$ cat config.mk
export PLATFORM = sky130hd
export DESIGN_NAME = detector_pattern_rate_counter_top_flat
export DESIGN_NICKNAME = d
export VERILOG_FILES = /design/src/hw/rtl/rpc_pkg.sv /design/src/hw/rtl/rpc_event_if.sv /design/src/hw/rtl/rpc_bucket_if.sv /design/src/hw/rtl/rpc_cfg_if.sv /design/src/hw/rtl/rpc_cfg_regs.sv /design/src/hw/rtl/rpc_counter.sv /design/src/hw/rtl/rpc_report.sv /design/src/hw/rtl/detector_pattern_rate_counter_top.sv /design/src/flat_wrapper.sv
export SDC_FILE = /design/constraint.sdc
export NUM_CORES = 2
export LEC_CHECK = 0
export BUFFER_PORTS_ARGS = -buffer_cell sky130_fd_sc_hd__buf_2
export CORE_MARGIN = 5
export CORE_UTILIZATION = 51
export CTS_BUF_LIST = sky130_fd_sc_hd__clkbuf_8
export DETAILED_ROUTE_END_ITERATION = 8
export GPL_ROUTABILITY_DRIVEN = 0
export PLACE_DENSITY = 0.7
export SLEW_MARGIN = 20
export SYNTH_ARGS = -nofsm -noshare
export SYNTH_HDL_FRONTEND = slang
export SYNTH_SLANG_ARGS = --single-unit
export TNS_END_PERCENT = 10
$ cat constraint.sdc
create_clock -name clk -period 15.31 [get_ports clk]
set_clock_uncertainty 0.05 [all_clocks]
set_input_delay 2.2965 -clock clk [delete_from_list [all_inputs] [get_ports clk]]
set_output_delay 2.2965 -clock clk [all_outputs]
set_load 0.02 [all_outputs]
$ cat src/hw/rtl/rpc_pkg.sv
// Shared types, constants and bucket mask functions of the detector pattern rate counter.
package rpc_pkg;

    localparam int COUNT_WIDTH = 32;
    localparam int MAX_BUCKETS = 10;
    localparam int TIME_WIDTH  = 64;
    localparam int WLEN_WIDTH  = 48;
    localparam int CFG_IDX_W   = 4;
    localparam int FINE_SHIFT  = 15;

    localparam logic [5:0] PAT_MASK      = 6'h3f;
    localparam logic [5:0] MARKER_DUMMY  = 6'h30;
    localparam logic [5:0] MARKER_BIT    = 6'h20;
    localparam logic [5:0] DUMMY_BIT     = 6'h10;
    localparam logic [5:0] LINE_BITS     = 6'h0f;
    localparam logic [5:0] PAIR12_TEST   = 6'h13;
    localparam logic [5:0] PAIR23_TEST   = 6'h16;
    localparam logic [5:0] PAIR34_TEST   = 6'h1c;
    localparam logic [5:0] PAIR41_TEST   = 6'h19;
    localparam logic [5:0] PAIR_STRICT   = 6'h1f;
    localparam logic [5:0] PAIR12        = 6'h03;
    localparam logic [5:0] PAIR23        = 6'h06;
    localparam logic [5:0] PAIR34        = 6'h0c;
    localparam logic [5:0] PAIR41        = 6'h09;
    localparam logic [5:0] NO_MATCH      = 6'h3f;

    typedef logic [3:0]                                   bucket_idx_t;
    typedef logic [COUNT_WIDTH-1:0]                       count_t;
    typedef logic [MAX_BUCKETS-1:0][COUNT_WIDTH-1:0]      count_vec_t;
    typedef logic [TIME_WIDTH-1:0]                        time_t;

    typedef enum logic [1:0] {
        MODE_TOTAL = 2'd0,
        MODE_FOUR  = 2'd1,
        MODE_SIX   = 2'd2,
        MODE_EIGHT = 2'd3
    } split_mode_t;

    typedef enum logic [CFG_IDX_W-1:0] {
        REG_SPLIT_MODE  = 4'd0,
        REG_COINCIDENCE = 4'd1,
        REG_MARKER      = 4'd2,
        REG_WINDOW      = 4'd3
    } reg_idx_t;

    typedef struct packed {
        split_mode_t             split_mode;
        logic                    coincidence_correct;
        logic                    marker_split;
        logic [WLEN_WIDTH-1:0]   window_length;
    } cfg_t;

    typedef struct packed {
        logic         load;
        bucket_idx_t  num;
        count_vec_t   counts;
    } snap_t;

    function automatic bucket_idx_t bucket_num(input cfg_t cfg);
        bucket_idx_t n;
        n = '0;
        if (cfg.marker_split) begin
            unique case (cfg.split_mode)
                MODE_TOTAL: n = 4'd2;
                MODE_FOUR:  n = 4'd10;
                MODE_SIX,
                MODE_EIGHT: n = 4'd0;
                default:    n = 4'd0;
            endcase
        end
        else begin
            unique case (cfg.split_mode)
                MODE_TOTAL: n = 4'd1;
                MODE_FOUR:  n = 4'd5;
                MODE_SIX:   n = 4'd7;
                MODE_EIGHT: n = 4'd9;
                default:    n = 4'd1;
            endcase
        end
        return n;
    endfunction

    // Per-bucket hit: (pattern & test) == result; inactive buckets never hit.
    function automatic logic [MAX_BUCKETS-1:0] bucket_hits(input logic [5:0] pat,
                                                           input cfg_t cfg);
        logic [5:0] tm [MAX_BUCKETS];
        logic [5:0] rm [MAX_BUCKETS];
        logic [5:0] dp;
        logic [5:0] dm;
        logic [MAX_BUCKETS-1:0] hit;
        for (int k = 0; k < MAX_BUCKETS; k++) begin
            tm[k] = '0;
            rm[k] = NO_MATCH;
        end
        if (cfg.marker_split) begin
            if (cfg.split_mode == MODE_TOTAL || cfg.split_mode == MODE_FOUR) begin
                tm[0] = MARKER_DUMMY; rm[0] = '0;
                tm[1] = MARKER_DUMMY; rm[1] = MARKER_BIT;
                if (cfg.split_mode == MODE_FOUR) begin
                    for (int j = 0; j < 4; j++) begin
                        dp = '0;
                        dp[j] = 1'b1;
                        dm = cfg.coincidence_correct ? dp : LINE_BITS;
                        tm[2 + j] = MARKER_DUMMY | dm; rm[2 + j] = dp;
                        tm[6 + j] = MARKER_DUMMY | dm; rm[6 + j] = MARKER_BIT | dp;
                    end
                end
            end
        end
        else begin
            tm[0] = DUMMY_BIT; rm[0] = '0;
            if (cfg.split_mode != MODE_TOTAL) begin
                for (int j = 0; j < 4; j++) begin
                    dp = '0;
                    dp[j] = 1'b1;
                    dm = cfg.coincidence_correct ? dp : LINE_BITS;
                    tm[1 + j] = DUMMY_BIT | dm; rm[1 + j] = dp;
                end
            end
            if (cfg.split_mode == MODE_SIX || cfg.split_mode == MODE_EIGHT) begin
                tm[5] = cfg.coincidence_correct ? PAIR12_TEST : PAIR_STRICT; rm[5] = PAIR12;
                tm[6] = cfg.coincidence_correct ? PAIR23_TEST : PAIR_STRICT; rm[6] = PAIR23;
            end
            if (cfg.split_mode == MODE_EIGHT) begin
                tm[7] = cfg.coincidence_correct ? PAIR34_TEST : PAIR_STRICT; rm[7] = PAIR34;
                tm[8] = cfg.coincidence_correct ? PAIR41_TEST : PAIR_STRICT; rm[8] = PAIR41;
            end
        end
        for (int k = 0; k < MAX_BUCKETS; k++) begin
            hit[k] = ((pat & PAT_MASK & tm[k]) == rm[k]);
        end
        return hit;
    endfunction

endpackage

$ cat src/hw/rtl/rpc_event_if.sv
// Event input channel: one timestamped detector event per beat.
interface rpc_event_if
    import rpc_pkg::*;
();
    logic        valid;
    logic        ready;
    logic [31:0] coarse_word;
    logic [31:0] fine_word;

    modport source (output valid, output coarse_word, output fine_word, input ready);
    modport sink   (input valid, input coarse_word, input fine_word, output ready);
endinterface

$ cat src/hw/rtl/rpc_bucket_if.sv
// Report output channel: one bucket count per beat.
interface rpc_bucket_if
    import rpc_pkg::*;
();
    logic        valid;
    logic        ready;
    bucket_idx_t bucket_index;
    logic [31:0] bucket_total;
    logic        last_bucket;

    modport source (output valid, output bucket_index, output bucket_total,
                    output last_bucket, input ready);
    modport sink   (input valid, input bucket_index, input bucket_total,
                    input last_bucket, output ready);
endinterface

$ cat src/hw/rtl/rpc_cfg_if.sv
// Configuration write channel: register index and write data per beat.
interface rpc_cfg_if
    import rpc_pkg::*;
();
    logic                  valid;
    logic                  ready;
    logic [CFG_IDX_W-1:0]  index;
    logic [WLEN_WIDTH-1:0] data;

    modport source (output valid, output index, output data, input ready);
    modport sink   (input valid, input index, input data, output ready);
endinterface

$ cat src/hw/rtl/rpc_cfg_regs.sv
// Configuration register file of the rate counter.
module rpc_cfg_regs
    import rpc_pkg::*;
(
    input  logic      clk,
    input  logic      rst_n,
    rpc_cfg_if.sink   cfg,
    output cfg_t      cfg_out
);
    cfg_t cfg_reg;

    assign cfg.ready = 1'b1;
    assign cfg_out   = cfg_reg;

    always_ff @(posedge clk or negedge rst_n)
    begin
        if (!rst_n)
        begin
            cfg_reg.split_mode          <= MODE_TOTAL;
            cfg_reg.coincidence_correct <= 1'b0;
            cfg_reg.marker_split        <= 1'b0;
            cfg_reg.window_length       <= WLEN_WIDTH'(64'h1_0000_0000);
        end
        else if (cfg.valid)
        begin
            unique case (reg_idx_t'(cfg.index))
                REG_SPLIT_MODE:  cfg_reg.split_mode          <= split_mode_t'(cfg.data[1:0]);
                REG_COINCIDENCE: cfg_reg.coincidence_correct <= cfg.data[0];
                REG_MARKER:      cfg_reg.marker_split        <= cfg.data[0];
                REG_WINDOW:      cfg_reg.window_length       <= cfg.data;
                default:         ;
            endcase
        end
    end
endmodule

$ cat src/hw/rtl/rpc_counter.sv
// Input register, window tracking and saturating bucket counters.
module rpc_counter
    import rpc_pkg::*;
(
    input  logic      clk,
    input  logic      rst_n,
    input  cfg_t      cfg,
    rpc_event_if.sink events,
    input  logic      report_busy,
    output snap_t     snap
);
    logic        in_valid_reg;
    logic [31:0] coarse_reg;
    logic [31:0] fine_reg;
    logic        started_reg;
    time_t       window_end_reg;
    count_vec_t  counts_reg;
    count_vec_t  counts_next;

    time_t                  evt_time;
    time_t                  wlen;
    logic                   passed;
    logic                   consume;
    logic [MAX_BUCKETS-1:0] hits;
    bucket_idx_t            num;
    count_t                 base;

    assign evt_time = TIME_WIDTH'({coarse_reg, fine_reg[31:FINE_SHIFT]});
    assign wlen     = TIME_WIDTH'(cfg.window_length);
    assign passed   = started_reg && (evt_time > window_end_reg);
    // Hold a window-closing event while the previous report still drains.
    assign consume  = in_valid_reg && !(passed && report_busy);
    assign events.ready = !in_valid_reg || consume;
    assign hits     = bucket_hits(fine_reg[5:0], cfg);
    assign num      = bucket_num(cfg);

    always_comb
    begin
        counts_next = counts_reg;
        for (int k = 0; k < MAX_BUCKETS; k++)
        begin
            base = passed ? '0 : counts_reg[k];
            counts_next[k] = base + COUNT_WIDTH'(hits[k] && (base != '1));
        end
    end

    assign snap.load   = consume && passed && (num != '0);
    assign snap.num    = num;
    assign snap.counts = counts_reg;

    always_ff @(posedge clk or negedge rst_n)
    begin
        if (!rst_n)
        begin
            in_valid_reg   <= 1'b0;
            started_reg    <= 1'b0;
            window_end_reg <= '0;
            counts_reg     <= '0;
        end
        else
        begin
            if (events.ready)
            begin
                in_valid_reg <= events.valid;
            end
            if (consume)
            begin
                if (!started_reg)
                begin
                    // First event only arms the window.
                    started_reg    <= 1'b1;
                    window_end_reg <= evt_time + wlen;
                end
                else
                begin
                    if (passed)
                    begin
                        window_end_reg <= window_end_reg + wlen;
                    end
                    counts_reg <= counts_next;
                end
            end
        end
    end

    always_ff @(posedge clk)
    begin
        if (events.valid && events.ready)
        begin
            coarse_reg <= events.coarse_word;
            fine_reg   <= events.fine_word;
        end
    end
endmodule

$ cat src/hw/rtl/rpc_report.sv
// Report buffer: holds the closed window's counts and streams one bucket per beat.
module rpc_report
    import rpc_pkg::*;
(
    input  logic          clk,
    input  logic          rst_n,
    input  snap_t         snap,
    output logic          busy,
    rpc_bucket_if.source  buckets
);
    logic        busy_reg;
    bucket_idx_t idx_reg;
    bucket_idx_t num_reg;
    count_vec_t  snap_reg;
    logic        last;

    assign last                 = (idx_reg == num_reg - 4'd1);
    assign busy                 = busy_reg;
    assign buckets.valid        = busy_reg;
    assign buckets.bucket_index = idx_reg;
    assign buckets.bucket_total = 32'(snap_reg[idx_reg]);
    assign buckets.last_bucket  = last;

    always_ff @(posedge clk or negedge rst_n)
    begin
        if (!rst_n)
        begin
            busy_reg <= 1'b0;
            idx_reg  <= '0;
            num_reg  <= '0;
        end
        else if (snap.load)
        begin
            busy_reg <= 1'b1;
            idx_reg  <= '0;
            num_reg  <= snap.num;
        end
        else if (buckets.valid && buckets.ready)
        begin
            if (last)
            begin
                busy_reg <= 1'b0;
            end
            else
            begin
                idx_reg <= idx_reg + 4'd1;
            end
        end
    end

    always_ff @(posedge clk)
    begin
        if (snap.load)
        begin
            snap_reg <= snap.counts;
        end
    end
endmodule

$ cat src/hw/rtl/detector_pattern_rate_counter_top.sv
// Top level of the detector pattern rate counter.
// Takes one detector event per cycle, except while a window-closing event is held; its
// time is {coarse_word, fine_word[31:15]} and its pattern fine_word[5:0]. The first event
// after reset arms the window end and is not counted. An event past the window end closes
// the window: the active bucket counts go out on the buckets channel, one bucket per beat
// in index order with last_bucket on the final one, the counts clear and the event is
// counted into the new window. An event is held in the input register, from which the
// counter stage updates all buckets at once. A report carries one beat per active bucket
// (up to ten); it is held in its own buffer, so events keep flowing while it drains, and
// only a second window-closing event waits until the last beat of the previous report is
// taken. Configuration writes take effect on the next event and do not clear the counts.
module detector_pattern_rate_counter_top
    import rpc_pkg::*;
(
    input  logic         clk,
    input  logic         rst_n,
    rpc_event_if.sink    events,
    rpc_bucket_if.source buckets,
    rpc_cfg_if.sink      cfg
);
    cfg_t  cfg_cur;
    snap_t snap;
    logic  report_busy;

    rpc_cfg_regs u_cfg_regs (
        .clk     (clk),
        .rst_n   (rst_n),
        .cfg     (cfg),
        .cfg_out (cfg_cur)
    );

    rpc_counter u_counter (
        .clk         (clk),
        .rst_n       (rst_n),
        .cfg         (cfg_cur),
        .events      (events),
        .report_busy (report_busy),
        .snap        (snap)
    );

    rpc_report u_report (
        .clk     (clk),
        .rst_n   (rst_n),
        .snap    (snap),
        .busy    (report_busy),
        .buckets (buckets)
    );
endmodule

$ cat src/flat_wrapper.sv
// flat-port wrapper written by rule: the top's interface ports become plain ports
module detector_pattern_rate_counter_top_flat import rpc_pkg::*;
  (clk, rst_n, events_valid, events_coarse_word, events_fine_word, events_ready, buckets_valid, buckets_bucket_index, buckets_bucket_total, buckets_last_bucket, buckets_ready, cfg_valid, cfg_index, cfg_data, cfg_ready);
  rpc_event_if events_i ();
  rpc_bucket_if buckets_i ();
  rpc_cfg_if cfg_i ();
  input  logic clk;
  input  logic rst_n;
  input wire logic [$bits(events_i.valid)-1:0] events_valid;
  input wire logic [$bits(events_i.coarse_word)-1:0] events_coarse_word;
  input wire logic [$bits(events_i.fine_word)-1:0] events_fine_word;
  output wire logic [$bits(events_i.ready)-1:0] events_ready;
  output wire logic [$bits(buckets_i.valid)-1:0] buckets_valid;
  output wire logic [$bits(buckets_i.bucket_index)-1:0] buckets_bucket_index;
  output wire logic [$bits(buckets_i.bucket_total)-1:0] buckets_bucket_total;
  output wire logic [$bits(buckets_i.last_bucket)-1:0] buckets_last_bucket;
  input wire logic [$bits(buckets_i.ready)-1:0] buckets_ready;
  input wire logic [$bits(cfg_i.valid)-1:0] cfg_valid;
  input wire logic [$bits(cfg_i.index)-1:0] cfg_index;
  input wire logic [$bits(cfg_i.data)-1:0] cfg_data;
  output wire logic [$bits(cfg_i.ready)-1:0] cfg_ready;
  assign events_i.valid = events_valid;
  assign events_i.coarse_word = events_coarse_word;
  assign events_i.fine_word = events_fine_word;
  assign events_ready = events_i.ready;
  assign buckets_valid = buckets_i.valid;
  assign buckets_bucket_index = buckets_i.bucket_index;
  assign buckets_bucket_total = buckets_i.bucket_total;
  assign buckets_last_bucket = buckets_i.last_bucket;
  assign buckets_i.ready = buckets_ready;
  assign cfg_i.valid = cfg_valid;
  assign cfg_i.index = cfg_index;
  assign cfg_i.data = cfg_data;
  assign cfg_ready = cfg_i.ready;
  detector_pattern_rate_counter_top u_core (.clk(clk), .rst_n(rst_n), .events(events_i), .buckets(buckets_i), .cfg(cfg_i));
endmodule
== Yosys cells after proc, flatten, opt, wreduce, memory -nomap -nowiden ==
Cells that the tools add are included.

* Add/subtract/negate cells: 14
* $lt $le $gt $ge: 2
* Eq/ne operators: 29
* Multiplexer cells: 45
* Bitwise operators: 10
* Reductions and logical operators: 37

{| class="wikitable"
|+ Operators with widths
! operator !! number
|-
| 32-bit two-way mux || 11
|-
| 32-bit by 1-bit adder with 32-bit output || 10
|-
| 32-bit inequality test, second input constant || 10
|-
| 32-bit binary-select mux with 4-bit select || 1
|-
| 64-bit two-way mux || 2
|-
| 60-bit two-way mux || 2
|-
| 54-bit two-way mux || 2
|-
| 48-bit two-way mux || 2
|-
| 64-bit by 48-bit adder with 64-bit output || 1
|-
| 49-bit by 64-bit > comparator with 1-bit output || 1
|-
| 6-bit bitwise AND || 10
|-
| 6-bit equality test || 10
|-
| 49-bit by 48-bit adder with 50-bit output || 1
|-
| 4-bit two-way mux || 9
|-
| 12-bit two-way mux || 2
|-
| 24-bit two-way mux || 1
|-
| 23-bit two-way mux || 1
|-
| 11-bit two-way mux || 2
|-
| 1-bit logical AND || 17
|-
| 4-bit one-hot mux with 4 select lines || 1
|-
| 2-bit AND reduction || 8
|-
| 6-bit two-way mux || 2
|-
| 4-bit one-hot mux with 3 select lines || 1
|-
| 4-bit by 2-bit equality test with 1-bit output, second input constant || 2
|-
| other kinds (18) || 28
|}

* Bits in registers: 831
* Bits of input ports: 121
* Logic and storage cells: 169

== Longest topological paths before layout ==
* Depth in word-level cells: 9
* Gate-level depth with buffers: 22
* Depth with buffers taken out: 20

== Cells and area by module ==
A second synthesis with hierarchy kept.

* Cell total of the unflattened synthesis: 3,839
* Area, all modules: 42,570.8 µm²

{| class="wikitable"
|+ Modules (own cells, without submodules)
! module !! times used !! cells an instance !! area each (µm²) !! sequential area each (µm²)
|-
| rpc_counter || 1 || 3,162 || 27,919.3 || 11,310.8
|-
| rpc_report || 1 || 560 || 12,549.5 || 9,834.4
|-
| rpc_cfg_regs || 1 || 117 || 2,102.0 || 1,302.5
|}

== Worst setup path after synthesis ==
No wires, ideal clock.

* Kind: reg2reg
* Start point: reg u_core.u_counter.coarse_reg[10]
* End point: reg u_core.u_report.num_reg[1]
* Setup time: 0.713 ns
* Data arrival time: 15.967 ns
* Slack: -1.421 ns
* Cell stages (with the launch flop): 13
* Path buffers: 2
* Cells stage by stage: edfxtp_1 > ha_1 > nand4_1 > nor3_1 > a221o_1 > a21oi_1 > o21ai_1 > a32o_1 > nand3_1 > buf_2 > buf_2 > nor2_1 > o21ai_0

{| class="wikitable"
|+ RTL lines
! item !! RTL line !! RTL
|-
| start, declared || rpc_counter.sv:13 || <nowiki>logic [31:0] coarse_reg;</nowiki>
|-
| start signal, assigned || rpc_counter.sv:90 || <nowiki>coarse_reg <= events.coarse_word;</nowiki>
|-
| end signal, assigned || rpc_report.sv:36 || <nowiki>num_reg <= snap.num;</nowiki>
|-
| end, declared || rpc_report.sv:13 || <nowiki>bucket_idx_t num_reg;</nowiki>
|}

== Worst setup path in the final report ==
* Start point: reg u_core.u_counter.coarse_reg[3]
* End point: out events_ready

* Word-level cells in the longest chain between the ends: 6

{| class="wikitable"
|+ RTL lines
! item !! RTL line !! RTL
|-
| 49-bit by 64-bit > comparator with 1-bit output || rpc_counter.sv:30 || <nowiki>assign passed = started_reg && (evt_time > window_end_reg);</nowiki>
|-
| 1-bit logical AND || rpc_counter.sv:30 ||
|-
| 1-bit logical AND || rpc_counter.sv:32 || <nowiki>assign consume = in_valid_reg && !(passed && report_busy);</nowiki>
|-
| 1-bit logical NOT || rpc_counter.sv:32 ||
|-
| 1-bit logical AND || rpc_counter.sv:32 ||
|-
| 1-bit logical OR || rpc_counter.sv:33 || <nowiki>assign events.ready = !in_valid_reg || consume;</nowiki>
|-
| end, declared || flat_wrapper.sv:12 || <nowiki>output wire logic [$bits(events_i.ready)-1:0] events_ready;</nowiki>
|}

Every way passes these cells.

==> key figures <==
Drt
  – Drt drc: 0
  – Routed vias/inst: 5.90
  – WL per Instance: 21.4 um
  – Drt first-iter violations: 2592
  – TritonRoute pass-1 iters: 6
  – Via count: 30600
  – Routed WL: 111000 um
  – Post-route ant nets: 0

Clock network
  – Clk root buf: clkbuf_8
  – # hold bufs at CTS: 0
  – # clock sinks: 822
  – Post-CTS Setup Inserts: 0
  – Clock transition at path regs: 60 ps
  – Clk Latency, worst-skew pair: 810 ps
  – CTS tree: done
  – TritonCTS buffer count: 139
  – Post-CTS sizing: 0
  – CTS HTree Levels: 4
  – Clk buf depth: 3

Cells and area
  – Design area: 46900 um^2
  – # fillers: 6896
  – Final #Nets: 4302
  – Register area: 22500 um^2
  – Area of the multi-input gates: 18800 um^2
  – Area added between synthesis and finish: 10.7%
  – Share of layout cells above drive strength 1: 14.1%

Die
  – Die area: 88900 um^2
  – Core area: 82200 um^2
  – Die height: 298 um
  – Die width: 298 um
  – FP Rows: 105
  – Top Ports: 161
  – Initial Utilization: 51.5%

Worst setup path
  – Critical Path End: events_ready
  – FF-to-FF End: u_core.u_counter.snap[220]$_DFFE_PN0P_
  – R2r setup slk: 9560 ps
  – WP data required: 12960 ps
  – CP Buf/Inv Count: 1
  – Crit-path max FO: 9
  – Launch point of the worst path: u_core.u_counter.coarse_reg[3]$_DFFE_PP_
  – RR Startpoint: u_core.u_counter.window_end_reg[9]$_DFFE_PN0P_
  – Startpoint Class: flop
  – CP top delay family: simple AND/OR/NAND/NOR gates
  – WP data arrival: 4660 ps
  – Critical path depth in cells: 10
  – Register-to-Register Path Depth: 16
  – Critical Path Sink Type: primary output
  – Critical path class: flop to primary output
  – Slowest CP cell: and2_1
  – Crit path cell chain: ha_1 > nand4_1 > nor3_1 > a221o_1 > a21oi_1 > o21ai_1 > a32o_1 > and2_1 > nand3_1 > buf_2
  – Max stage delay on crit path: 790 ps

Pwr
  – Pwr Density: 170 nW/um^2
  – Peak VDD IR: 0.102 mV
  – P_leak: 19.0 nW

Synth
  – Post-synthesis sequential area ratio: 53.0%
  – Syn. warnings: 0
  – Top-count cell post-synth: nand2_1
  – Compound-Gate Fraction of Synth Area: 9.48%
  – Number of distinct library cells after synthesis: 92
  – Post-synth EDFFs: 375
  – Xor/xnor share of the synthesized area: 7.59%
  – Register bit total from synthesis: 822
  – Post-synthesis adder-cell area fraction: 5.27%
  – Top cells by count, synth: nand2_1 (609), dfrtp_1 (446), edfxtp_1 (375)
  – Area leader, netlist: edfxtp_1
  – Async S/R FF share, synth: 54.4%
  – Synth Net Count: 4142
  – Mapped Avg Cell Area: 11.0 um^2
  – Simple-Gate Fraction of Synth Area: 16.0%
  – Top FF cell, synth: dfrtp_1
  – Top cell type's share of synthesized area: 26.6%
  – Area contributors post-synth: edfxtp_1 (27%), dfrtp_1 (26%), nand2_1 (5.4%)
  – Main combinational cell family by area after synthesis: simple AND/OR/NAND/NOR gates
  – Mux cell area share after synthesis: 5.85%
  – Post-Syn Instances: 3844
  – Synthesized area: 42300 um^2

Worst hold path
  – Hold Path Class: flop to flop

GRT
  – M1 GR Usage: 33.2%
  – M3 GR Usage: 4.12%
  – First-pass GRT wire length: 173000 um
  – Pin count of the biggest net entering global routing: 173
  – Vias in the first global route: 30500
  – Gr busiest metal: met2
  – Overflow after GRT: 0
  – Initial antenna violation count: 4
  – GRT met2 Usage: 41.0%
  – All-Layer GR Usage: 24.7%

Run
  – Max-cap violation count: 0

Timing
  – Hold_ws: 407 ps
  – RSZ-0062 raised after global routing: no
  – Crit path time final: 7010 ps
  – Max-slew violations: 0
  – Tcrit/Tclk final: 45.8%
  – Worst-Margin Slew: 1170 ps
  – Final hold vios: 0
  – Count of final setup violators: 0
  – Setup TNS: 0 ps
  – Post-layout worst setup margin: 8300 ps
  – Max-slew headroom: 21.7%
  – Fmax: 0.143 GHz

Placed design
  – Post-Place Setup Slack: 9150 ps
  – Buffers on Ports: 150
  – Final HPWL DP: 76900 um
  – Total placed instance area: 44100 um^2

Status
  – Status: finished clean
## layout make-up
type	count	area share, %
Inverter	119	0.953
Antenna cell	2	0.0107
Timing Repair Buffer	186	2.23
Clock inverter	99	1.25
Sequential cell	822	47.9
Multi-Input combinational cell	2736	40.1
Tap cell	1070	2.86
Clock buffer	160	4.70
## logic make-up (layout without fill, tap and decap cells)
logic type	after synthesis	after routing
adders and majority gates	177	177
xor gates and xnor gates	367	367
DFF	822	822
and+or+nand+nor	1423	1423
AOI/OAI and AO/OA	611	611
buffers and inverters	286	564
other	1	3
muxes	157	157
## where the power goes
part	leakage, nW	internal (W)	switching [W]
clock	1.65	0.00105	0.000908
combinational	8.07	0.00111	0.00198
sequential	9.31	0.00268	0.000233
## worst min-delay path by stage
stage	startpoint	end	slack, ps	cells past startpoint
final	u_core.u_counter.snap[186]$_DFFE_PN0P_	u_core.u_report.snap_reg[186]$_DFFE_PP_	410	0
after global routing	u_core.u_counter.snap[186]$_DFFE_PN0P_	u_core.u_report.snap_reg[186]$_DFFE_PP_	410	0
after CTS	u_core.u_counter.snap[160]$_DFFE_PN0P_	u_core.u_report.snap_reg[160]$_DFFE_PP_	410	0
after detailed placement	u_core.u_counter.snap[192]$_DFFE_PN0P_	u_core.u_report.snap_reg[192]$_DFFE_PP_	400	0
after global placement	u_core.u_counter.snap[192]$_DFFE_PN0P_	u_core.u_report.snap_reg[192]$_DFFE_PP_	400	0
after floorplan	u_core.u_counter.snap[193]$_DFFE_PN0P_	u_core.u_report.snap_reg[193]$_DFFE_PP_	380	0
## layer usage
layer | part of all wire (%) | vias up
met3 | 7.1 | 192
met2 | 48 | 1170
met4 | 2.7 | 4
met1 | 42 | 15100
met5 | 0.021 | -
li1 | - | 14200
## stage by stage
| step | std cells | util [%] | total power, W |
|---|---|---|---|
| 6_report | 5194 | 57.0 | 0.00795 |
| 5_1_grt | 5193 | 57.0 | 0.00838 |
| 4_1_cts | 5192 | 57.0 | 0.00796 |
| 3_5_place_dp | 4933 | 53.6 | 0.00599 |
| 3_3_place_gp | 4933 | 53.6 | 0.00594 |
| 2_1_floorplan | 3844 | - | 0.00506 |
## cells in the final DEF (no fill, tap or decap), drive strengths merged, types with 15 or more instances in the layout
master / count
a221oi: 38
and3: 90
a211oi: 27
buf: 186
o21bai: 15
clkbuf: 160
edfxtp: 375
o211ai: 20
a21o: 86
mux4: 64
nand2: 609
o21ai: 97
nand2b: 17
o21a: 16
nand3: 168
nand4: 114
and2: 53
clkinv: 27
a31oi: 27
nor4: 19
xnor2: 180
and4: 20
a21oi: 199
xor2: 187
mux2: 84
nor2: 205
dfrtp: 446
ha: 175
nor3: 84
inv: 183
No activity file was read; power rests on OpenSTA's default activity.
